[src/rtl/brm_pkg.sv]
package brm_pkg;

  localparam int unsigned DATA_W    = 8;
  localparam int unsigned REG_COUNT = 4;
  localparam int unsigned REG_IDX_W = $clog2(REG_COUNT);
  localparam int unsigned DIV_STEPS = DATA_W;
  localparam int unsigned DIV_CNT_W = $clog2(DIV_STEPS);
  localparam int unsigned CODE_W    = 4;
  localparam int unsigned IN_TDATA_W  = 16;
  localparam int unsigned OUT_TDATA_W = 16;

  localparam logic [1:0]           CLS_ARITH = 2'b10;
  localparam logic [1:0]           CLS_IO    = 2'b11;
  localparam logic [CODE_W-1:0]    IO_IN     = 4'h0;
  localparam logic [CODE_W-1:0]    IO_OUT    = 4'h1;
  localparam logic [REG_IDX_W-1:0] REG_D     = 2'd3;

  typedef enum logic [1:0] {
    STS_DONE    = 2'd0,
    STS_OUT     = 2'd1,
    STS_ILLEGAL = 2'd2,
    STS_DIVZERO = 2'd3
  } brm_status_e;

  typedef enum logic [1:0] {
    OP_ADD = 2'd0,
    OP_SUB = 2'd1,
    OP_MUL = 2'd2,
    OP_DIV = 2'd3
  } brm_op_e;

  typedef enum logic [1:0] {
    ST_IDLE,
    ST_EXEC,
    ST_DIV,
    ST_DFIN
  } brm_state_e;

  typedef struct packed {
    logic accept;
    logic commit_exec;
    logic div_start;
    logic div_step;
    logic commit_div;
  } brm_cmd_t;

  typedef struct packed {
    logic div_go;
    logic div_last;
  } brm_sts_t;

  // Register read by port A: D for load immediate, rr for in/out, dst for arithmetic.
  function automatic logic [REG_IDX_W-1:0] addr_a(input logic [DATA_W-1:0] insn);
    logic [REG_IDX_W-1:0] a;
    if (!insn[7]) begin
      a = REG_D;
    end else if (insn[7:6] == CLS_IO) begin
      a = insn[1:0];
    end else begin
      a = insn[3:2];
    end
    return a;
  endfunction

endpackage

[src/rtl/brm_ram.sv]
module brm_ram #(
  parameter int unsigned WIDTH = 8,
  parameter int unsigned DEPTH = 4
) (
  input  logic                     clk_i,
  input  logic                     we_i,
  input  logic [$clog2(DEPTH)-1:0] waddr_i,
  input  logic [WIDTH-1:0]         wdata_i,
  input  logic [$clog2(DEPTH)-1:0] raddr_a_i,
  input  logic [$clog2(DEPTH)-1:0] raddr_b_i,
  output logic [WIDTH-1:0]         rdata_a_o,
  output logic [WIDTH-1:0]         rdata_b_o
);

  logic [WIDTH-1:0] mem_q [DEPTH];

  always_ff @(posedge clk_i) begin
    if (we_i) begin
      mem_q[waddr_i] <= wdata_i;
    end
    rdata_a_o <= mem_q[raddr_a_i];
    rdata_b_o <= mem_q[raddr_b_i];
  end

endmodule

[src/rtl/brm_ctrl.sv]
module brm_ctrl (
  input  logic              clk_i,
  input  logic              rst_ni,
  input  logic              in_valid_i,
  output logic              in_ready_o,
  output logic              out_valid_o,
  input  logic              out_ready_i,
  input  brm_pkg::brm_sts_t sts_i,
  output brm_pkg::brm_cmd_t cmd_o
);

  brm_pkg::brm_state_e state_q, state_d;
  logic                out_valid_q, out_valid_d;
  logic                out_free;

  assign out_free    = !out_valid_q || out_ready_i;
  assign out_valid_o = out_valid_q;

  always_ff @(posedge clk_i or negedge rst_ni) begin
    if (!rst_ni) begin
      state_q     <= brm_pkg::ST_IDLE;
      out_valid_q <= 1'b0;
    end else begin
      state_q     <= state_d;
      out_valid_q <= out_valid_d;
    end
  end

  always_comb begin
    state_d    = state_q;
    cmd_o      = '0;
    in_ready_o = 1'b0;
    case (state_q)
      brm_pkg::ST_IDLE: begin
        in_ready_o = 1'b1;
        if (in_valid_i) begin
          cmd_o.accept = 1'b1;
          state_d      = brm_pkg::ST_EXEC;
        end
      end
      brm_pkg::ST_EXEC: begin
        if (sts_i.div_go) begin
          cmd_o.div_start = 1'b1;
          state_d         = brm_pkg::ST_DIV;
        end else if (out_free) begin
          cmd_o.commit_exec = 1'b1;
          state_d           = brm_pkg::ST_IDLE;
        end
      end
      brm_pkg::ST_DIV: begin
        cmd_o.div_step = 1'b1;
        if (sts_i.div_last) begin
          state_d = brm_pkg::ST_DFIN;
        end
      end
      brm_pkg::ST_DFIN: begin
        if (out_free) begin
          cmd_o.commit_div = 1'b1;
          state_d          = brm_pkg::ST_IDLE;
        end
      end
      default: begin
        state_d = brm_pkg::ST_IDLE;
      end
    endcase

    if (cmd_o.commit_exec || cmd_o.commit_div) begin
      out_valid_d = 1'b1;
    end else if (out_ready_i) begin
      out_valid_d = 1'b0;
    end else begin
      out_valid_d = out_valid_q;
    end
  end

endmodule

[src/rtl/brm_dp.sv]
module brm_dp (
  input  logic                          clk_i,
  input  logic                          rst_ni,
  input  brm_pkg::brm_cmd_t             cmd_i,
  output brm_pkg::brm_sts_t             sts_o,
  input  logic [brm_pkg::DATA_W-1:0]    instruction_i,
  input  logic [brm_pkg::DATA_W-1:0]    in_value_i,
  output brm_pkg::brm_status_e          status_o,
  output logic [brm_pkg::DATA_W-1:0]    out_value_o
);

  localparam int unsigned W = brm_pkg::DATA_W;

  logic [W-1:0]                   instr_q, inval_q;
  logic [brm_pkg::REG_COUNT-1:0]  vld_q, vld_d;
  logic                           rd_vld_a_q, rd_vld_b_q;
  logic [brm_pkg::REG_IDX_W-1:0]  raddr_a, raddr_b;
  logic [W-1:0]                   ram_a, ram_b, opa, opb;

  logic                           we;
  logic [brm_pkg::REG_IDX_W-1:0]  waddr;
  logic [W-1:0]                   wdata;

  logic [W-1:0]                   quo_q, quo_d, rem_q, rem_d, dvs_q;
  logic [W:0]                     rem_sh, rem_sub;
  logic [brm_pkg::DIV_CNT_W-1:0]  cnt_q;

  logic [2*W-1:0]                 prod;
  brm_pkg::brm_op_e               op;
  logic [brm_pkg::CODE_W-1:0]     code;
  brm_pkg::brm_status_e           ex_status, res_status_q;
  logic [W-1:0]                   ex_value, res_value_q;

  // Register file: valid bits give the zero reset value.
  assign raddr_a = cmd_i.accept ? brm_pkg::addr_a(instruction_i) : brm_pkg::addr_a(instr_q);
  assign raddr_b = cmd_i.accept ? instruction_i[1:0] : instr_q[1:0];

  brm_ram #(
    .WIDTH (W),
    .DEPTH (brm_pkg::REG_COUNT)
  ) u_rf (
    .clk_i     (clk_i),
    .we_i      (we),
    .waddr_i   (waddr),
    .wdata_i   (wdata),
    .raddr_a_i (raddr_a),
    .raddr_b_i (raddr_b),
    .rdata_a_o (ram_a),
    .rdata_b_o (ram_b)
  );

  assign opa = rd_vld_a_q ? ram_a : '0;
  assign opb = rd_vld_b_q ? ram_b : '0;

  always_comb begin
    vld_d = vld_q;
    if (we) begin
      vld_d[waddr] = 1'b1;
    end
  end

  always_ff @(posedge clk_i or negedge rst_ni) begin
    if (!rst_ni) begin
      vld_q <= '0;
    end else begin
      vld_q <= vld_d;
    end
  end

  always_ff @(posedge clk_i) begin
    rd_vld_a_q <= vld_q[raddr_a];
    rd_vld_b_q <= vld_q[raddr_b];
    if (cmd_i.accept) begin
      instr_q <= instruction_i;
      inval_q <= in_value_i;
    end
  end

  // Decode and execute
  assign op   = brm_pkg::brm_op_e'(instr_q[5:4]);
  assign code = instr_q[5:2];
  assign prod = opa * opb;

  assign sts_o.div_go   = (instr_q[7:6] == brm_pkg::CLS_ARITH) && (op == brm_pkg::OP_DIV)
                          && (opb != '0);
  assign sts_o.div_last = (cnt_q == brm_pkg::DIV_CNT_W'(brm_pkg::DIV_STEPS - 1));

  always_comb begin
    we        = 1'b0;
    waddr     = brm_pkg::addr_a(instr_q);
    wdata     = '0;
    ex_status = brm_pkg::STS_DONE;
    ex_value  = '0;
    if (cmd_i.commit_div) begin
      we    = 1'b1;
      wdata = quo_q;
    end else if (cmd_i.commit_exec) begin
      if (!instr_q[7]) begin
        we    = 1'b1;
        wdata = {1'b0, instr_q[W-2:0]};
      end else if (instr_q[7:6] == brm_pkg::CLS_IO) begin
        if (code == brm_pkg::IO_IN) begin
          we    = 1'b1;
          wdata = inval_q;
        end else if (code == brm_pkg::IO_OUT) begin
          ex_status = brm_pkg::STS_OUT;
          ex_value  = opa;
        end else begin
          ex_status = brm_pkg::STS_ILLEGAL;
        end
      end else begin
        case (op)
          brm_pkg::OP_ADD: begin
            we    = 1'b1;
            wdata = opa + opb;
          end
          brm_pkg::OP_SUB: begin
            we    = 1'b1;
            wdata = opa - opb;
          end
          brm_pkg::OP_MUL: begin
            we    = 1'b1;
            wdata = prod[W-1:0];
          end
          default: begin
            ex_status = brm_pkg::STS_DIVZERO;
          end
        endcase
      end
    end
  end

  // Restoring divider, one quotient bit per step
  assign rem_sh  = {rem_q, quo_q[W-1]};
  assign rem_sub = rem_sh - {1'b0, dvs_q};

  always_comb begin
    if (!rem_sub[W]) begin
      rem_d = rem_sub[W-1:0];
      quo_d = {quo_q[W-2:0], 1'b1};
    end else begin
      rem_d = rem_sh[W-1:0];
      quo_d = {quo_q[W-2:0], 1'b0};
    end
  end

  always_ff @(posedge clk_i or negedge rst_ni) begin
    if (!rst_ni) begin
      cnt_q <= '0;
    end else if (cmd_i.div_start) begin
      cnt_q <= '0;
    end else if (cmd_i.div_step) begin
      cnt_q <= cnt_q + 1'b1;
    end
  end

  always_ff @(posedge clk_i) begin
    if (cmd_i.div_start) begin
      quo_q <= opa;
      rem_q <= '0;
      dvs_q <= opb;
    end else if (cmd_i.div_step) begin
      quo_q <= quo_d;
      rem_q <= rem_d;
    end
  end

  // Result register
  always_ff @(posedge clk_i) begin
    if (cmd_i.commit_exec || cmd_i.commit_div) begin
      res_status_q <= ex_status;
      res_value_q  <= ex_value;
    end
  end

  assign status_o    = res_status_q;
  assign out_value_o = res_value_q;

endmodule

[src/rtl/byte_register_machine_execute.sv]
// Byte register machine: executes one instruction byte per input transaction on four
// 8-bit registers that reset to zero, and returns one result transaction per input
// (status, plus the register value for OUT). One instruction is in flight at a time.
// Load immediate, IN, OUT, ADD, SUB, MUL and divide by zero read the register file in the
// accepting cycle, then execute and write back, registering the result into the output
// register. DIV with a nonzero divisor goes through read, divider load, the bit-serial
// restoring divider (one quotient bit per cycle for all 8 bits), then write back.
// The next transaction is accepted the cycle after a result is produced, even while
// that result waits in the output register; execution stalls only if the output
// register is still occupied when the following result is ready.
module byte_register_machine_execute (
  input  logic                                clk_i,
  input  logic                                rst_ni,
  input  logic                                s_axis_tvalid,
  output logic                                s_axis_tready,
  input  logic [brm_pkg::IN_TDATA_W-1:0]      s_axis_tdata,  // instruction[7:0], in_value[15:8]
  output logic                                m_axis_tvalid,
  input  logic                                m_axis_tready,
  output logic [brm_pkg::OUT_TDATA_W-1:0]     m_axis_tdata   // status[1:0], out_value[9:2], zero
);

  brm_pkg::brm_cmd_t                 cmd;
  brm_pkg::brm_sts_t                 sts;
  brm_pkg::brm_status_e              status;
  logic [brm_pkg::DATA_W-1:0]        out_value;

  brm_ctrl u_ctrl (
    .clk_i       (clk_i),
    .rst_ni      (rst_ni),
    .in_valid_i  (s_axis_tvalid),
    .in_ready_o  (s_axis_tready),
    .out_valid_o (m_axis_tvalid),
    .out_ready_i (m_axis_tready),
    .sts_i       (sts),
    .cmd_o       (cmd)
  );

  brm_dp u_dp (
    .clk_i         (clk_i),
    .rst_ni        (rst_ni),
    .cmd_i         (cmd),
    .sts_o         (sts),
    .instruction_i (s_axis_tdata[brm_pkg::DATA_W-1:0]),
    .in_value_i    (s_axis_tdata[2*brm_pkg::DATA_W-1:brm_pkg::DATA_W]),
    .status_o      (status),
    .out_value_o   (out_value)
  );

  assign m_axis_tdata = brm_pkg::OUT_TDATA_W'({out_value, status});

endmodule

[config.mk]
export PLATFORM = sky130hd
export DESIGN_NAME = byte_register_machine_execute
export DESIGN_NICKNAME = d
export VERILOG_FILES = /design/src/rtl/brm_pkg.sv /design/src/rtl/brm_ram.sv /design/src/rtl/brm_ctrl.sv /design/src/rtl/brm_dp.sv /design/src/rtl/byte_register_machine_execute.sv
export SDC_FILE = /design/constraint.sdc
export NUM_CORES = 1
export LEC_CHECK = 0
export BUFFER_PORTS_ARGS = -buffer_cell sky130_fd_sc_hd__buf_2
export CELL_PAD_IN_SITES_DETAIL_PLACEMENT = 1
export CELL_PAD_IN_SITES_GLOBAL_PLACEMENT = 2
export CORE_UTILIZATION = 40
export DETAILED_ROUTE_END_ITERATION = 7
export HOLD_SLACK_MARGIN = 0.06
export PLACE_DENSITY = 0.74
export SLEW_MARGIN = 20
export SYNTH_ARGS = -nofsm -noshare
export SYNTH_HDL_FRONTEND = slang
export SYNTH_HIERARCHICAL = 1
export SYNTH_SLANG_ARGS = --single-unit
[constraint.sdc]
create_clock -name clk_i -period 4.9 [get_ports clk_i]
set_input_delay 0.735 -clock clk_i [delete_from_list [all_inputs] [get_ports clk_i]]
set_output_delay 0.735 -clock clk_i [all_outputs]
set_load 0.01 [all_outputs]
# Yosys cells after proc, flatten, opt, wreduce, memory -nomap -nowiden
# Memories as Yosys holds them, arrays and structs flattened. A register that Yosys moved wholly into a read port is not among the register bits.
# Index checks and enable logic that the tools add are counted.
dict set report totals {
  inputBits 20
  elab_cells 111
  out_inout_bits 18
  reg_bits 62
  ramBits 32
  memories 1
}
dict set report classes {
  mul 1
  n_lt_le_gt_ge 4
  n_eq_ne 13
  reduce_logical 16
  muxes 54
  n_addsub 4
  bitwise 5
}
# memory words word_bits rd rd_clocked_by_memory_dff write_ports line_no
set memory_table {}
lappend memory_table {u_dp.u_rf.mem_q 4 8 2 2 1 brm_ram.sv:15} ;# logic [WIDTH-1:0] mem_q [DEPTH];
# op count
set ops {}
lappend ops {{8-bit 2-to-1 mux} 10}
lappend ops {{2-bit 2-to-1 mux} 15}
lappend ops {{8-bit one-hot mux with 3 select lines} 1}
lappend ops {{1-bit 2-to-1 mux} 22}
lappend ops {{2-bit == test (second input constant)} 7}
lappend ops {{2-bit by 3-bit < comparator with 1-bit output (second input constant)} 3}
lappend ops {{9-bit by 8-bit subtractor with 9-bit output} 1}
lappend ops {{8-bit adder} 1}
lappend ops {{8-bit by 8-bit multiplier with 8-bit output} 1}
lappend ops {{2-bit one-hot mux with 4 select lines} 1}
lappend ops {{8-bit nonzero test} 1}
lappend ops {{8-bit subtractor} 1}
lappend ops {{3-bit 2-to-1 mux} 2}
lappend ops {{3-bit OR reduction} 2}
lappend ops {{6-bit OR reduction} 1}
lappend ops {{1-bit binary-select mux with 2-bit select} 2}
lappend ops {{2-bit by 1-bit == test with 1-bit output (second input constant)} 2}
lappend ops {{4-bit by 1-bit == test with 1-bit output (second input constant)} 1}
lappend ops {{2-bit logical NOT} 2}
lappend ops {{4-bit logical NOT} 1}
lappend ops {{2-bit inequality test (second input constant)} 2}
lappend ops {{1-bit NOT} 4}
lappend ops {{4-bit bitwise OR} 1}
lappend ops {{2-bit nonzero test} 2}
lappend ops {{8 further kinds} 11}

# Longest topological paths before layout
# Gate-level depths: netlist (run 1).
dict set report logic_depth {
  ltp_word 9
  depth_mapped 17
  ltp_nobuf 16
}

# Hierarchy
# Netlist (run 1), hierarchy kept.
# module area_per_inst_um2 cells_each seq_area_each_um2 instances
set by_module_without_submodules {}
lappend by_module_without_submodules {brm_dp 4549.4 487 1636.6 1}
lappend by_module_without_submodules {brm_ram 1705.4 72 1281.2 1}
lappend by_module_without_submodules {brm_ctrl 172.7 19 75.1 1}
lappend by_module_without_submodules {byte_register_machine_execute 48.8 7 0.0 1}

# Worst setup path before layout (run 1)
# OpenSTA, ideal clock, no wires.
dict set report synth_path {
  path_kind {register -> register}
  start {reg u_dp.rd_vld_b_q}
  end {mem u_dp.u_rf.mem_q[0][7], data pin}
  n_path_buf 2
  setup_time_ns 0.281
  setup_slack_ns 0.413
  arrival_time_ns 4.206
  synth_period_minus_slack_ns 4.487
  t_required_ns 4.619
  stages_incl_launch_ff 17
  path_cell_list {dfxtp_1 -> clkbuf_1 -> and2_1 -> clkbuf_1 -> nand2_1 -> fa_1 -> fa_1 -> inv_1 -> fa_1 -> inv_1 -> fa_1 -> inv_1 -> ha_1 -> a21oi_1 -> xnor3_1 -> mux2i_1 -> a31oi_1}
}
dict set report synth_via {
  elab_chain_len 7
  elab_cells_between_ends 13
  cone_classes {2 x add/sub; 1 x mul; 8 x mux; 2 x reduce/logical}
}
# item line_no
set synth_lines {}
lappend synth_lines {{start: declaration} brm_dp.sv:16} ;# logic rd_vld_a_q, rd_vld_b_q;
lappend synth_lines {{start signal: assignment} brm_dp.sv:72} ;# rd_vld_b_q <= vld_q[raddr_b];
lappend synth_lines {{8-bit 2-to-1 mux *} brm_dp.sv:53} ;# assign opb = rd_vld_b_q ? ram_b : '0;
lappend synth_lines {{net u_dp.opb[4]} brm_dp.sv:18} ;# logic [W-1:0] ram_a, ram_b, opa, opb;
lappend synth_lines {{8-bit by 8-bit multiplier with 8-bit output, or another cell as far along} brm_dp.sv:82} ;# assign prod = opa * opb;
lappend synth_lines {{8-bit one-hot mux with 3 select lines or 1-bit logical AND (tied branches)} {brm_dp.sv:112, brm_dp.sv:85}}
lappend synth_lines {{8-bit 2-to-1 mux or 1-bit 2-to-1 mux (tied branches)} {brm_dp.sv:101, brm_ctrl.sv:42}}
lappend synth_lines {{8-bit 2-to-1 mux or 2-bit 2-to-1 mux (tied branches)} {brm_dp.sv:98, brm_ctrl.sv:33}}
lappend synth_lines {{8-bit 2-to-1 mux *} brm_dp.sv:97} ;# end else if (cmd_i.commit_exec) begin
lappend synth_lines {{8-bit 2-to-1 mux *} brm_dp.sv:94} ;# if (cmd_i.commit_div) begin
lappend synth_lines {{net u_dp.wdata[7]} brm_dp.sv:22} ;# logic [W-1:0] wdata;
lappend synth_lines {{end: declaration} brm_ram.sv:15}
# The timed path passes the listed nets; every way through them passes the cells marked *.

# Worst setup path in the final report (run 1)
dict set report layout_path {
  start {reg u_dp.u_rf.rdata_b_o[4] (read register of u_dp.u_rf.mem_q)}
  end {mem u_dp.u_rf.mem_q[2][7], data pin}
}
dict set report layout_via {
  elab_chain_len 7
  elab_cells_between_ends 13
  cone_classes {2 x add/sub; 1 x mul; 8 x mux; 2 x reduce/logical}
}
# item line_no
set layout_lines {}
lappend layout_lines {{start: declaration} brm_ram.sv:12} ;# output logic [WIDTH-1:0] rdata_b_o
lappend layout_lines {{8-bit 2-to-1 mux *} brm_dp.sv:53}
lappend layout_lines {{8-bit by 8-bit multiplier with 8-bit output, or another cell as far along} brm_dp.sv:82}
lappend layout_lines {{8-bit one-hot mux with 3 select lines or 1-bit logical AND (tied branches)} {brm_dp.sv:112, brm_dp.sv:85}}
lappend layout_lines {{8-bit 2-to-1 mux or 1-bit 2-to-1 mux (tied branches)} {brm_dp.sv:101, brm_ctrl.sv:42}}
lappend layout_lines {{8-bit 2-to-1 mux or 2-bit 2-to-1 mux (tied branches)} {brm_dp.sv:98, brm_ctrl.sv:33}}
lappend layout_lines {{8-bit 2-to-1 mux *} brm_dp.sv:97}
lappend layout_lines {{8-bit 2-to-1 mux *} brm_dp.sv:94}
lappend layout_lines {{net u_dp.wdata[7]} brm_dp.sv:22}
# Marks and branches as above.

==> results of run 1 <==
## synth_stat cells (all sizes together) (10+ instances only)
| master | n |
|---|---|
| mux2i | 17 |
| nand3 | 10 |
| mux4 | 16 |
| edfxtp | 74 |
| inv | 60 |
| clkbuf | 15 |
| nand2 | 57 |
| dfxtp | 26 |
| o21ai | 15 |
| a21oi | 21 |
| ha | 35 |
| xnor2 | 21 |
| fa | 13 |
| dfrtp | 10 |
| nor2 | 55 |
## report_power, final
group	internal (uW)	leakage [uW]	total [uW]	switching, uW
combinational	1310	0.00185	3280	1980
clock	372	0.000153	759	387
sequential	1340	0.00103	1560	217
## flip-flops by register name (all words and copies together), names as in the netlist, 2 cells and up
signal,cells
u_ctrl/state_q,2
u_dp/status_o,2
u_dp/dvs_q,8
u_dp/inval_q,8
u_dp/out_value_o,8
u_dp/rem_q,8
u_dp/u_rf/mem_q,32
u_dp/cnt_q,3
u_dp/instr_q,8
u_dp/quo_q,8
u_dp/u_rf/rdata_b_o,8
u_dp/u_rf/rdata_a_o,8
u_dp/vld_q,4
## how the worst max path moves through the flow
stage / slack, ps / startpoint / cells past startpoint / end
floorplan: 410 / u_dp/rd_vld_b_q$_DFF_P_ / 16 / u_dp/u_rf/mem_q[0][7]$_DFFE_PP_
global placement: 340 / u_dp/rd_vld_a_q$_DFF_P_ / 15 / u_dp/u_rf/mem_q[2][7]$_DFFE_PP_
detailed placement: 200 / u_dp/rd_vld_a_q$_DFF_P_ / 15 / u_dp/u_rf/mem_q[0][7]$_DFFE_PP_
CTS: 200 / u_dp/rd_vld_a_q$_DFF_P_ / 15 / u_dp/u_rf/mem_q[0][7]$_DFFE_PP_
global route: 100 / u_dp/u_rf/rdata_b_o[4]$_DFF_P_ / 14 / u_dp/u_rf/mem_q[2][7]$_DFFE_PP_
finish: 280 / u_dp/u_rf/rdata_b_o[4]$_DFF_P_ / 14 / u_dp/u_rf/mem_q[2][7]$_DFFE_PP_
## layout make-up
cell class | count | area share, %
repair buffers | 40 | 3.105
clock buffers | 9 | 3.140
multi-input cells | 396 | 43.86
flip-flops and latches | 110 | 41.75
well taps | 216 | 3.768
clock inverters | 7 | 1.239
inverters | 60 | 3.140
## metrics by stage
step                      setup WS (ps)  hold slack (ps)  power [uW]
after floorplan                   413.5            439.4        3821
after global placement            342.9            466.9        4776
after detailed placement          196.3            469.3        4847
after CTS                         196.0            230.7        5648
after global routing              104.7            232.9        6025
final                             284.0            234.6        5597
## kinds of logic (layout without fill, tap and decap cells)
logic type	after synthesis	in the layout	share of synthesized area, %
AOI/OAI and AO/OA	96	96	10.28
xor gates and xnor gates	28	28	4.212
adders and majority gates	49	49	10.94
buffers and inverters	84	116	5.603
DFF	110	110	46.21
muxes	42	42	9.757
other	1	6	0.05790
and+or+nand+nor	175	175	12.94
## per-layer routing
layer  routed length, um  global-route usage, %  up-vias
met5                   0                      0        -
met4                 224                  7.128        0
met3                 483                  3.055       11
met2                8346                  36.02       54
met1                7617                  27.93     2213
li1                    -                      -     2149
## cell usage in the layout (no fill, tap or decap), types with 6 or more instances in the layout
cell type  Yosys  layout
mux4_2        16      16
nand3_1        9       9
o21ai_0       13      13
conb_1         1       6
nor2_1        55      55
inv_1         60      60
buf_2          0      31
dfxtp_1       26      25
a21o_1         9       9
o31ai_1        6       6
nand2_1       57      57
a21oi_1       21      21
dfrtp_1       10      10
a31oi_1        8       8
buf_4          6       9
mux2i_1       17      17
edfxtp_1      74      74
nand2b_1       7       7
a211oi_1       6       6
mux2_2         9       9
xnor2_1       21      21
nor3_1         9       9
fa_1          13      13
clkbuf_16      0       9
ha_1          35      35
==> out/qor.csv, run 1 <==
metric,value,unit
count of input and output buffers,31,
CP dominant cell by count,fa_1,
Top-Level Pins,38,
worst min path class,input pin to async pin,
Die Ht,129.2,um
Slew HR,37.33,%
Die ar.,16700,um^2
ANT cells,0,
Yosys reg bits,110,
WL per Instance,19.89,um
CP bufs+invs,3,
Post-CTS Hold Buffers,0,
initial antenna violation count,0,
fraction of registers with async set/reset,9.091,%
clock slew seen by the registers of the worst setup and hold paths,80,ps
Yosys top cell by area,edfxtp_1,
Final Skew,7.762,ps
vias per cell,5.283,
Max-Cap Viols,0,
Core Region,15830,um^2
Mapped Area,6476,um^2
share of the yosys chip area belonging to registers,46.21,%
Final Setup Violations,0,
crit path max fanout,6,
Max Slew Vio Count,0,
Mapped Cells,585,
Pleak,0.003033,uW
outcome,completed,
Cell Count Post-Placement,822,
number of DRC markers in iteration 0,231,
Placer Congestion,0.8417,
worst-case reg-to-reg path depth,14,
multi-input logic area,3146,um^2
worst-skew pair later-pin latency,360,ps
Final Hold Fails,0,
synth top area cells,"edfxtp_1 (34%), dfxtp_1 (8.0%), ha_1 (6.8%)",
# resized after CTS,0,
r2r startpoint,u_dp/u_rf/rdata_b_o[4]$_DFF_P_,
global route total overflow,0,
Root Buffer,clkbuf_16,
dpl hpwl,13190,um
number of synthesized flops with an enable pin,74,
Critical Path RT,4980,ps
Global Route Usage Sum,21.26,%
global-route wire length before repair,25940,um
CP Cell Sequence,and2_1 > nand2_1 > fa_1 > fa_1 > inv_1 > fa_1 > inv_1 > fa_1 > inv_1 > ha_1 > a21oi_1 > xnor3_1 > mux2i_1 > a31oi_1,
CTS H-tree lvls,3,
worst slew pin tran,940.1,ps
Slowest Stage Delay on Critical Path,540,ps
fin crit share,94.21,%
warnings from Yosys,6,
Routed Antenna Nets,0,
die width,129.2,um
# nets final,685,
Routed WL,16670,um
power per cell area,780.4,nW/um^2
"Primary FF master, synth",edfxtp_1,
largest net degree at the start of global routing,24,
vias in the first global route,4547,
critical path type,register to register,
Finished Layout Cells,838,
via count,4427,
register-to-register setup slack,280,ps
Worst setup SP type,register,
Worst path slowest cell,fa_1,
Placed Area,6857,um^2
Rows,46,
design area,7172,um^2
max frequency,0.2166,GHz
CTS tree,built,
post-layout min period,4616,ps
clock buffer count from CTS,9,
WP data arrival,4700,ps
Initial Util,40.92,%
proportion of netlist area held by the largest area contributor,34.31,%
Clock Path Buffers,2,
layout cells sized above 1,15.11,%
Post-route DRC,0,
# Post-CTS Setup Buffers,0,
detailed-router iteration count before antenna repair,4,
Layout area overhead,10.74,%
final setup TNS,0,ps
Netlist cell types,67,
"Core Util, Final",45.31,%
peak supply drop,0.2965,mV
Critical Path Sink Type,register,
fillers,1737,
Reg area,2994,um^2
clk sinks,110,
reg2reg end,u_dp/u_rf/mem_q[2][7]$_DFFE_PP_,
CP top delay family,adder cells,
RSZ-0062 raised after global routing,no,
synthesized area per cell,11.07,um^2
Power figures use the tool's default switching activity.
==> inputs of run 2 (changes only) <==
CORE_MARGIN = 2   (was unset)
REMOVE_ABC_BUFFERS = 1   (was unset)
==> run 2 against run 1 <==
  * Flip-flop and latch count did not move
  * Total power increased by 1.6%
  * Sequential share of layout area shrank 0.51 points
  * Worst setup slack improved by 2.7 ps
  * Clock power increased by 5.9%
  * Non-clock buffer count up 9
  * Final area grew 1.2%
  * Maximum frequency is essentially flat
  * Utilization is 0.55 points higher
  * Hold slack improved by 2.4 ps
  * Via count up 4.9%
  * Critical endpoint is now u_dp/u_rf/mem_q[1][7]$_DFFE_PP_
==> out/qor.csv, run 2 (synthesis results as in run 1) <==
metric,value,unit
outcome,completed,
Critical Path Sink Type,register,
Max Slew Vio Count,0,
# resized after CTS,0,
Final Hold Fails,0,
Max-Cap Viols,0,
Core Region,15830,um^2
Final Skew,7.942,ps
number of DRC markers in iteration 0,320,
power per cell area,783.2,nW/um^2
Layout area overhead,12.07,%
Placer Congestion,0.8533,
Routed WL,17520,um
clock buffer count from CTS,9,
largest net degree at the start of global routing,23,
fillers,1727,
global-route wire length before repair,27540,um
multi-input logic area,3146,um^2
Clock Path Buffers,2,
max FFs per register,32,
register-to-register setup slack,290,ps
Cell Count Post-Placement,831,
Post-CTS Hold Buffers,0,
WL per Instance,20.66,um
vias in the first global route,4810,
dpl hpwl,13660,um
via count,4644,
r2r startpoint,u_dp/rd_vld_a_q$_DFF_P_,
vias per cell,5.476,
fin crit share,94.15,%
CTS H-tree lvls,3,
Largest Register,u_dp/u_rf/mem_q,
layout cells sized above 1,16.01,%
final setup TNS,0,ps
post-layout min period,4613,ps
RSZ-0062 raised after global routing,no,
most frequent cells in the layout,"edfxtp_1 (74), inv_1 (60), nand2_1 (57)",
Die ar.,17220,um^2
CTS tree,built,
Die Ht,131.2,um
Post-route DRC,0,
max frequency,0.2168,GHz
Finished Layout Cells,848,
Routed Antenna Nets,0,
Rows,46,
crit path from,u_dp/rd_vld_a_q$_DFF_P_,
die width,131.2,um
Pleak,0.003085,uW
count of input and output buffers,31,
peak supply drop,0.4160,mV
Slew HR,44.15,%
global route total overflow,0,
Worst setup SP type,register,
worst min path class,input pin to async pin,
critical path type,register to register,
"commonest non-fill, non-tap cell in the layout",edfxtp_1,
worst-skew pair later-pin latency,360,ps
initial antenna violation count,1,
Top-Level Pins,38,
Root Buffer,clkbuf_16,
# Post-CTS Setup Buffers,0,
Final Setup Violations,0,
detailed-router iteration count before antenna repair,5,
Reg area,2993,um^2
Critical Path RT,5040,ps
# nets final,694,
clock slew seen by the registers of the worst setup and hold paths,70,ps
worst slew pin tran,836.8,ps
WP data arrival,4750,ps
Initial Util,40.92,%
clk sinks,110,
Global Route Usage Sum,20.95,%
crit path max fanout,5,
-- run 2: cell types whose count changed in the layout (fill, tap and decap cells not counted), sizes merged --
cell    previous run  this run
inv               65        62
clkinv             2         3
bufinv             0         2
buf               40        49
diode              0         1
-- run 2: power by group --
group / switching [uW] / internal (uW) / total, uW
clock: 349 / 455 / 804
sequential: 218 / 1340 / 1560
combinational: 1980 / 1350 / 3320
total: 2540 / 3140 / 5680
-- run 2: area by class of cell --
type	count	area share, %
clock buffers	9	3.103
flip-flops and latches	110	41.23
well taps	216	3.723
repair buffers	49	3.999
clock inverters	7	1.465
multi-input cells	396	43.34
diodes	1	0.03448
inverters	60	3.103
-- run 2: worst paths after layout --
kind	end	depth (start not counted)
max in group asynchronous	u_ctrl/state_q[0]$_DFFE_PN0P_	1
worst min register to register	u_dp/vld_q[0]$_DFFE_PN0P_	1
min in group clk_i	u_dp/vld_q[0]$_DFFE_PN0P_	1
worst max register to register	u_dp/u_rf/mem_q[1][7]$_DFFE_PP_	16
worst max-delay path	u_dp/u_rf/mem_q[1][7]$_DFFE_PP_	16
worst min-delay path	u_dp/vld_q[3]$_DFFE_PN0P_	1
-- run 2: stage by stage --
| step | total power (uW) | instance area (um^2) | utilization, % | worst slack [ps] | hold slack (ps) |
|---|---|---|---|---|---|
| finish | 5685 | 7258 | 45.86 | 286.6 | 237.0 |
| floorplan | 3782 | 6357 | - | 631.5 | 439.4 |
| CTS | 5723 | 7256 | 45.84 | 245.9 | 235.6 |
| detailed placement | 4879 | 6924 | 43.75 | 273.3 | 470.3 |
| global route | 6132 | 7256 | 45.84 | 78.33 | 232.4 |
| global placement | 4784 | 6924 | 43.75 | 439.1 | 469.2 |
-- run 2: critical path, cell delays in order, from the launching register on --
cell and delay [ps]:
dfxtp_1 390, buf_4 160, nand2_1 70, inv_1 180, nand2_1 110, fa_1 430
fa_1 550, inv_1 50, fa_1 480, inv_1 60, fa_1 530, inv_1 50
ha_1 310, a21oi_1 180, xnor3_1 340, mux2i_1 160, a31oi_1 340
-- run 2: per-layer routing --
| layer | track usage, % | routed length (um) |
|---|---|---|
| met5 | 0 | 0 |
| met4 | 7.367 | 352 |
| met1 | 29.53 | 8231 |
| met2 | 33.25 | 8113 |
| met3 | 2.894 | 819 |
